$ cat config.mk
export PLATFORM = sky130hd
export DESIGN_NAME = ptau_ram
export DESIGN_NICKNAME = d
export VERILOG_FILES = /design/src/rtl/core/ptau_ram.sv
export SDC_FILE = /design/constraint.sdc
export NUM_CORES = 1
export LEC_CHECK = 0
export ABC_AREA = 1
export BUFFER_PORTS_ARGS = -buffer_cell sky130_fd_sc_hd__buf_2
export CORE_MARGIN = 2
export CORE_UTILIZATION = 40
export DETAILED_ROUTE_END_ITERATION = 10
export GPL_TIMING_DRIVEN = 0
export HOLD_SLACK_MARGIN = 0.05
export PLACE_DENSITY = 0.63
export SYNTH_ARGS = -nofsm -noshare
export SYNTH_HDL_FRONTEND = slang
export SYNTH_SLANG_ARGS = --single-unit
$ cat constraint.sdc
create_clock -name clk -period 1.8 [get_ports clk]
set_clock_uncertainty 0.05 [all_clocks]
set_input_delay 0 -clock clk [delete_from_list [all_inputs] [get_ports clk]]
set_output_delay 0 -clock clk [all_outputs]
set_load 0.02 [all_outputs]
$ cat src/rtl/core/ptau_ram.sv
`timescale 1ns / 1ps
// ============================================================================
// ptau_ram: generic single-write, single-read memory
// One write port and one read port with registered read data.
// ============================================================================
module ptau_ram #(
    parameter int WIDTH = 8,
    parameter int DEPTH = 32
) (
    input  logic                     clk,
    input  logic                     wr_en,
    input  logic [$clog2(DEPTH)-1:0] wr_addr,
    input  logic [WIDTH-1:0]         wr_data,
    input  logic [$clog2(DEPTH)-1:0] rd_addr,
    output logic [WIDTH-1:0]         rd_data
);

    logic [WIDTH-1:0] mem_reg [DEPTH];

    always_ff @(posedge clk)
    begin
        if (wr_en)
        begin
            mem_reg[wr_addr] <= wr_data;
        end
        rd_data <= mem_reg[rd_addr];
    end

endmodule

======== After elaboration in Yosys (flattened, before gate mapping) ========
Memories as Yosys holds them, arrays and structs flattened. A register that Yosys moved wholly into a read port is not among the register bits.
Index checks and enable logic that the tools add are counted.
word-level totals
  flip-flop bits (word level) ............. 0
  RAM bits ................................ 256
  input port bits ......................... 20
  output and inout bits ................... 8
  word-level logic and storage cells ...... 3
  memories ................................ 1
memories
  name     words  bits a word  read ports  clocked after Yosys merged registers in  write ports  line  RTL
  mem_reg  32     8            1           1                                        1            18    logic [WIDTH-1:0] mem_reg [DEPTH];
operators by class
  multiplexer cells ....................... 2
operators with widths
  kind     count
  $mux W1  2

======== Depth between registers and ports, before layout ========
Gate-level depths: netlist of the first run.
  word-level depth ........................ 2
  depth in mapped cells ................... 11
  mapped depth without buffers ............ 9

======== Worst setup path after synthesis of the first run ========
OpenSTA, ideal clock, no wires.
  path type ............................... input port to flip-flop
  start point ............................. input port wr_addr[0]
  end point ............................... memory mem_reg[0][0], enable pin
  setup time .............................. 370 ps
  data arrival time ....................... 664 ps
  required time ........................... 1,380 ps
  path slack .............................. 716 ps
  stages .................................. 3
  path through ............................ inv_1 -> nand3_1 -> nor2_1
RTL lines
  element          line  RTL
  start, declared  12    input logic [$clog2(DEPTH)-1:0] wr_addr,
  end, declared    18
No word-level cell before the write port.

==> results of run 1 <==
report_power, final:
| part | internal, W | total, W | switching (W) |
|---|---|---|---|
| sequential | 0.00683 | 0.00685 | 0.0000200 |
| clock | 0.00347 | 0.00571 | 0.00225 |
| combinational | 0.000266 | 0.000931 | 0.000664 |
synth_stat cells, drive strengths merged:
master / instances / area (um^2)
clkbuf: 7 / 26.3
inv: 10 / 37.5
nand3: 204 / 1020
nor2: 32 / 120
buf: 45 / 383
edfxtp: 256 / 7690
dfxtp: 8 / 160
nand2: 360 / 1350
placed cells by master, fill, tap and decap left out, types with 2 or more instances in the layout:
cell type      instances
clkbuf_1               9
clkinv_2               7
nand3_1              201
buf_6                 24
nand2_1              360
inv_2                  2
nand3_2                3
nor2_1                32
bufinv_16              4
clkinv_1               3
edfxtp_1             256
clkbuf_16             27
dfxtp_1                8
dlygate4sd3_1          9
buf_2                 39
inv_1                  8
clkbuf_8               4
buf_4                  4
per-layer routing:
| layer | vias up | GRT usage [%] | wire (um) |
|---|---|---|---|
| met5 | - | 0 | 0 |
| met4 | 0 | 6.75 | 796 |
| met3 | 58 | 2.33 | 1730 |
| met2 | 250 | 31.3 | 12600 |
| met1 | 3326 | 26.8 | 11800 |
| li1 | 3323 | - | - |
critical path, delay by kind of cell, from the launching register on:
family	cells	cell delay, ps
and+or+nand+nor	8	600
buffers and inverters	1	550
DFF	1	360
worst min-delay path by stage:
| stage | from | end | slack [ps] | depth (start not counted) |
|---|---|---|---|---|
| finish | wr_data[4] | mem_reg[5][4]$_DFFE_PP_ | 50 | 1 |
| CTS | wr_data[4] | mem_reg[23][4]$_DFFE_PP_ | 50 | 1 |
| detailed placement | rd_data[4]$_DFF_P_ | rd_data[4] | 370 | 1 |
| global route | wr_data[4] | mem_reg[5][4]$_DFFE_PP_ | 70 | 1 |
| floorplan | wr_data[0] | mem_reg[0][0]$_DFFE_PP_ | 50 | 0 |
| global placement | rd_data[0]$_DFF_P_ | rd_data[0] | 370 | 1 |
cell families after synthesis:
family	after synthesis	synth area share, %
buf+inv	62	4.14
simple gates	596	23.1
flops	264	72.8
layout make-up:
class                      count  share of cell area, %
inverter                      10                  0.304
timing repair buffer          33                   1.70
clock buffer                  33                   5.98
sequential                   264                   63.5
tap                          341                   3.45
buffer                        52                   3.32
clock inverter                15                   1.42
multi-input combinational    596                   20.3
repair_timing:
item	in CTS	in global routing
resized for setup	0	4
endpoints found under the hold margin	135	0
hold buffers	9	0
setup endpoints to repair	0	1
per-stage QoR:
| stage | util (%) | setup slack [ps] |
|---|---|---|
| floorplan | - | 716 |
| global placement | 42.4 | -22.0 |
| CTS | 46.2 | 75.6 |
| detailed placement | 42.4 | -32.6 |
| finish | 46.2 | 107 |
| global route | 46.2 | 7.55 |
==> metrics.yaml, run 1 <==
worst_setup_path:
  slowest_stage: "dlygate4sd3_1"
  cp_max_fo: 1
  required_ps: 2150
  arrival_ps: 2040
  cp_cell_sequence: "nand2_1, nand3_1, nand3_1, nand2_1, nand2_1, nand2_1, nand2_1, dlygate4sd3_1, nand2_1"
  cp_common_cell: "nand2_1"
  cp-endpoint: "rd_data[4]$_DFF_P_"
  r2r_slack_ps: 110
  timing.rr.end: "rd_data[4]$_DFF_P_"
  cp-startpoint: "mem_reg[27][4]$_DFFE_PP_"
  cp-end-kind: "register"
  slowest_delay_ps: 550
  reg2reg_depth: 9
  start_kind: "register"
  rr_startpoint: "mem_reg[27][4]$_DFFE_PP_"
  worstSetupPathType: "register to register"
timing:
  report.final.slew_viol_count: 0
  relSlewSlack_pct: 35.4
  rsz0062_at_grt: "false"
  tns_ps: 0
  hold-worst-slack_ps: 46.4
  final_hold_viol_count: 0
  fin_crit_sh_pct: 94.1
  finalSetupViolCount: 0
  worst_pin_slew_ps: 965
  min_period_ps: 1690
  fmax_mhz: 591
cts:
  cts_root_buffer: "clkbuf_16"
  path_clk_slew_ps: 60
  insertion_delay_ps: 530
  numCtsBuffers: 26
  htree_levels: 1
  cts_setup_buffers: 0
  cts_tree: "yes"
  numClockSinks: 264
  ctsLongestPathBuffers: 3
cells_and_area:
  seq_area_um2: 7850
  syn_to_final_growth_pct: 14.5
  fin_area_um2: 12400
  num-nets-final: 1003
  diodes: 0
  multi_input_area_um2: 2510
  fillers: 2385
  layout.cells.non_filler: 1344
  largest_register_ffs: 256
  drive_gt1_share_pct: 11.6
floorplanning:
  floorplan.rows: 60
  die_x_um: 168
  dieHeight_um: 168
  die_area_um2: 28300
  core_um2: 26700
  boundaryPins: 28
  initial_core_util_pct: 40.4
routing:
  routed_wl_um: 27000
  drc: 0
  vias_per_cell: 5.18
  ant_nets: 0
  first_pass_iters: 7
  wl_per_cell_um: 20.1
  drt_iter0_markers: 826
  route.vias.total: 6957
min_path:
  hp-class: "input pin to register"
yosys:
  postSynthCellCount: 922
  yosys.cell_types.count: 12
  yosysSeqAreaShare_pct: 72.8
  synth-seq-cells: 264
  syn_area_per_cell_um2: 11.7
  syn-cell-area_um2: 10800
  syn-num-nets: 942
  ys_warn_count: 0
power:
  p_per_area_nw_per_um2: 1090
  leakage_nw: 4.60
  max-vdd-ir-drop_uv: 869
  total_power_w: 0.0135
global_route:
  grt_overflow: 0
  grt_pass1_wl_um: 40400
  antenna_found_initial: 0
  track_usage_pct: 19.2
  grt_max_degree: 33
  grt_pass1_vias: 6704
job:
  cap_violations: 0
placed_design:
  gp_congestion: 0.867
  place_hpwl_um: 17600
  io_buffers: 24
  dpl.cell_count: 1287
  placedInstanceArea_um2: 11300
outcome:
  outcome: "completed"
No activity file was read; power rests on OpenSTA's default activity.
==> run 2: changes to the inputs <==
--- a/config.mk
+++ b/config.mk
@@ -6,13 +6,14 @@
 export NUM_CORES = 1
 export LEC_CHECK = 0
 export ABC_AREA = 1
-export BUFFER_PORTS_ARGS = -buffer_cell sky130_fd_sc_hd__buf_2
 export CORE_MARGIN = 2
 export CORE_UTILIZATION = 40
 export DETAILED_ROUTE_END_ITERATION = 10
+export DONT_BUFFER_PORTS = 1
 export GPL_TIMING_DRIVEN = 0
 export HOLD_SLACK_MARGIN = 0.05
-export PLACE_DENSITY = 0.63
+export PLACE_DENSITY = 0.62
+export RECOVER_POWER = 50
 export SYNTH_ARGS = -nofsm -noshare
 export SYNTH_HDL_FRONTEND = slang
 export SYNTH_SLANG_ARGS = --single-unit
==> run 2 against run 1 <==
Against the previous run: the run now ends with max-capacitance violations, max-slew violations left; clock-buffer cell count unchanged; cell count fell by 0.97%; clock power is 8.8% lower; hold slack improved by 32 ps; sequential power up 0.6%; utilization is 0.52 points lower; via count rose by 1.2%; largest cell class unchanged; largest power group unchanged.
==> metrics.yaml, run 2 (synthesis gave the netlist of run 1 again) <==
cts:
  htree_levels: 1  # unchanged
  ctsLongestPathBuffers: 3  # unchanged
  cts_setup_buffers: 0  # unchanged
  path_clk_slew_ps: 60  # about the same
  numCtsBuffers: 27  # +3.8%
  cts_tree: "yes"
  insertion_delay_ps: 530  # about the same
  cts_root_buffer: "clkbuf_16"
  numClockSinks: 264  # unchanged
power:
  p_clk_share_pct: 40.1  # -2.2 points
  p_int_w: 0.0101  # -4.3%
  total_power_w: 0.0130  # -3.7%
  pwr-share-seq_pct: 53.0  # +2.2 points
  switching_share_pct: 22.2  # +0.47 points
  p_per_area_nw_per_um2: 1060  # -2.6%
  p_comb_share_pct: 6.8  # about the same
  p_sw_w: 0.00288  # -1.6%
  max-vdd-ir-drop_uv: 814  # -6.3%
  leakage_nw: 4.48  # -2.8%
worst_setup_path:
  cp_cell_sequence: "dlygate4sd3_1, clkbuf_1"
  worstSetupPathType: "input pin to register"
  required_ps: 1820  # -330 ps
  reg2reg_depth: 9  # unchanged
  cp_max_fo: 32  # +31
  critPathTopFamily: "buffers and inverters"
  cp-end-kind: "register"
  slowest_stage: "clkbuf_1"
  cp.depth: 2  # -7
  slowest_delay_ps: 1230  # +680 ps
  rr_startpoint: "mem_reg[21][7]$_DFFE_PP_"
  path_buf_inv: 2  # +1
  start_kind: "input pin"
  timing.rr.end: "rd_data[7]$_DFF_P_"
  r2r_slack_ps: 80  # -30 ps
  arrival_ps: 1770  # -270 ps
global_route:
  grt_pass1_wl_um: 40800  # +0.99%
  grt_max_degree: 33  # unchanged
  track_usage_pct: 19.4  # +0.25 points
  antenna_found_initial: 0  # unchanged
  grt_overflow: 0  # unchanged
  grt_pass1_vias: 6831  # +1.9%
min_path:
  hp-class: "input pin to register"
  whs_path_depth: 3  # +2
  worstHoldStart: "wr_addr[2]"
  holdPathEnd: "mem_reg[16][7]$_DFFE_PP_"
cells_and_area:
  diodes: 0  # unchanged
  mostFrequentLayoutCell: "nand2_1"
  seq_area_um2: 7850  # unchanged
  largest_register_ffs: 256  # unchanged
  syn_to_final_growth_pct: 13.2
  fillers: 2445  # +2.5%
  multi_input_area_um2: 2500  # -0.20%
  fin_area_um2: 12200  # -1.1%
  layout.cells.non_filler: 1331  # -0.97%
  num-nets-final: 993  # -1.0%
  final_cell_mix: "nand2_1 (360), edfxtp_1 (256), nand3_1 (202)"
  drive_gt1_share_pct: 8.79  # -2.8 points
outcome:
  violations: "max-capacitance violations, max-slew violations"
  outcome: "finished with violations"
timing:
  min_period_ps: 1740  # +51.1 ps
  worst_pin_slew_ps: 1700  # +734 ps
  relSlewSlack_pct: -13.3  # -49 points
  report.final.slew_viol_count: 99  # +99
  final_hold_viol_count: 0  # unchanged
  hold-worst-slack_ps: 78.7  # +32.3 ps
  fmax_mhz: 573  # -2.9%
  fin_crit_sh_pct: 96.9  # +2.8 points
  finalSetupViolCount: 0  # unchanged
floorplanning:
  die_x_um: 168  # unchanged
  die_area_um2: 28300  # unchanged
  initial_core_util_pct: 40.4  # unchanged
  boundaryPins: 28  # unchanged
  core_um2: 26700  # unchanged
  dieHeight_um: 168  # unchanged
  floorplan.rows: 60  # unchanged
job:
  cap_violations: 3  # +3
routing:
  vias_per_cell: 5.29  # +2.2%
  first_pass_iters: 5  # -2
  wl_per_cell_um: 20.7  # +3.0%
  routed_wl_um: 27500  # +2.0%
  drc: 0  # unchanged
  route.vias.total: 7040  # +1.2%
  ant_nets: 0  # unchanged
  drt_iter0_markers: 698  # -15%
placed_design:
  io_buffers: 0  # -100%
  gp_congestion: 0.889  # +2.5%
  dpl.cell_count: 1263  # -1.9%
  placedInstanceArea_um2: 11200  # -1.1%
  place_hpwl_um: 17500  # -0.35%
## run 2: changes by cell type in the layout (fill, tap and decap cells not counted), sizes merged
cell	before	now
clkbuf	41	48
dlygate4sd3	9	14
buf	68	45
bufinv	4	2
clkinvlp	0	3
clkinv	11	8
## run 2: what timing repair did
| action | 4_1_cts | 5_1_grt |
|---|---|---|
| endpoints found under the setup margin | 0 | 1 |
| endpoints found under the hold margin | 472 | 0 |
| hold buffers | 22 | 0 |
| resized for setup | 0 | 2 |
## run 2: final cells by class
class / count / area share (%)
clock inverter: 13 / 0.953
tap: 341 / 3.49
sequential: 264 / 64.2
multi-input combinational: 596 / 20.5
buffer: 52 / 3.35
clock buffer: 33 / 5.72
inverter: 10 / 0.307
timing repair buffer: 22 / 1.44
## run 2: worst max-delay path by stage
| stage | from | to | slack (ps) |
|---|---|---|---|
| 2_1_floorplan | wr_addr[0] | mem_reg[0][0]$_DFFE_PP_ | 720 |
| 4_1_cts | mem_reg[21][7]$_DFFE_PP_ | rd_data[7]$_DFF_P_ | 110 |
| 5_1_grt | mem_reg[21][7]$_DFFE_PP_ | rd_data[7]$_DFF_P_ | -10 |
| 3_5_place_dp | rd_addr[1] | rd_data[4]$_DFF_P_ | 70 |
| 6_report | wr_data[0] | mem_reg[4][0]$_DFFE_PP_ | 60 |
| 3_3_place_gp | wr_addr[0] | mem_reg[10][3]$_DFFE_PP_ | 70 |
## run 2: per-layer routing
layer | vias to the layer above | GRT usage [%] | share of wire [%]
met5 | - | 0 | 0
met4 | 0 | 7.68 | 3.7
met3 | 70 | 3.55 | 8.1
met2 | 297 | 30.0 | 45
met1 | 3369 | 27.4 | 43
li1 | 3304 | - | -
## run 2: power by group through the flow
stage | clock network [W] | registers (W) | logic [W]
floorplan | 0 | 0.00701 | 0.000492
global placement | 0 | 0.00702 | 0.000716
detailed placement | 0 | 0.00702 | 0.000727
CTS | 0.00526 | 0.00688 | 0.000912
global route | 0.00550 | 0.00690 | 0.000968
finish | 0.00521 | 0.00689 | 0.000889
## run 2: metrics by stage
stage	setup TNS (ps)	setup slack, ps	util, %
6_report	0	55.5	45.7
3_5_place_dp	0	69.9	42.0
4_1_cts	0	110	46.1
3_3_place_gp	0	72.1	42.0
5_1_grt	-10.1	-10.1	45.7
2_1_floorplan	0	716	-
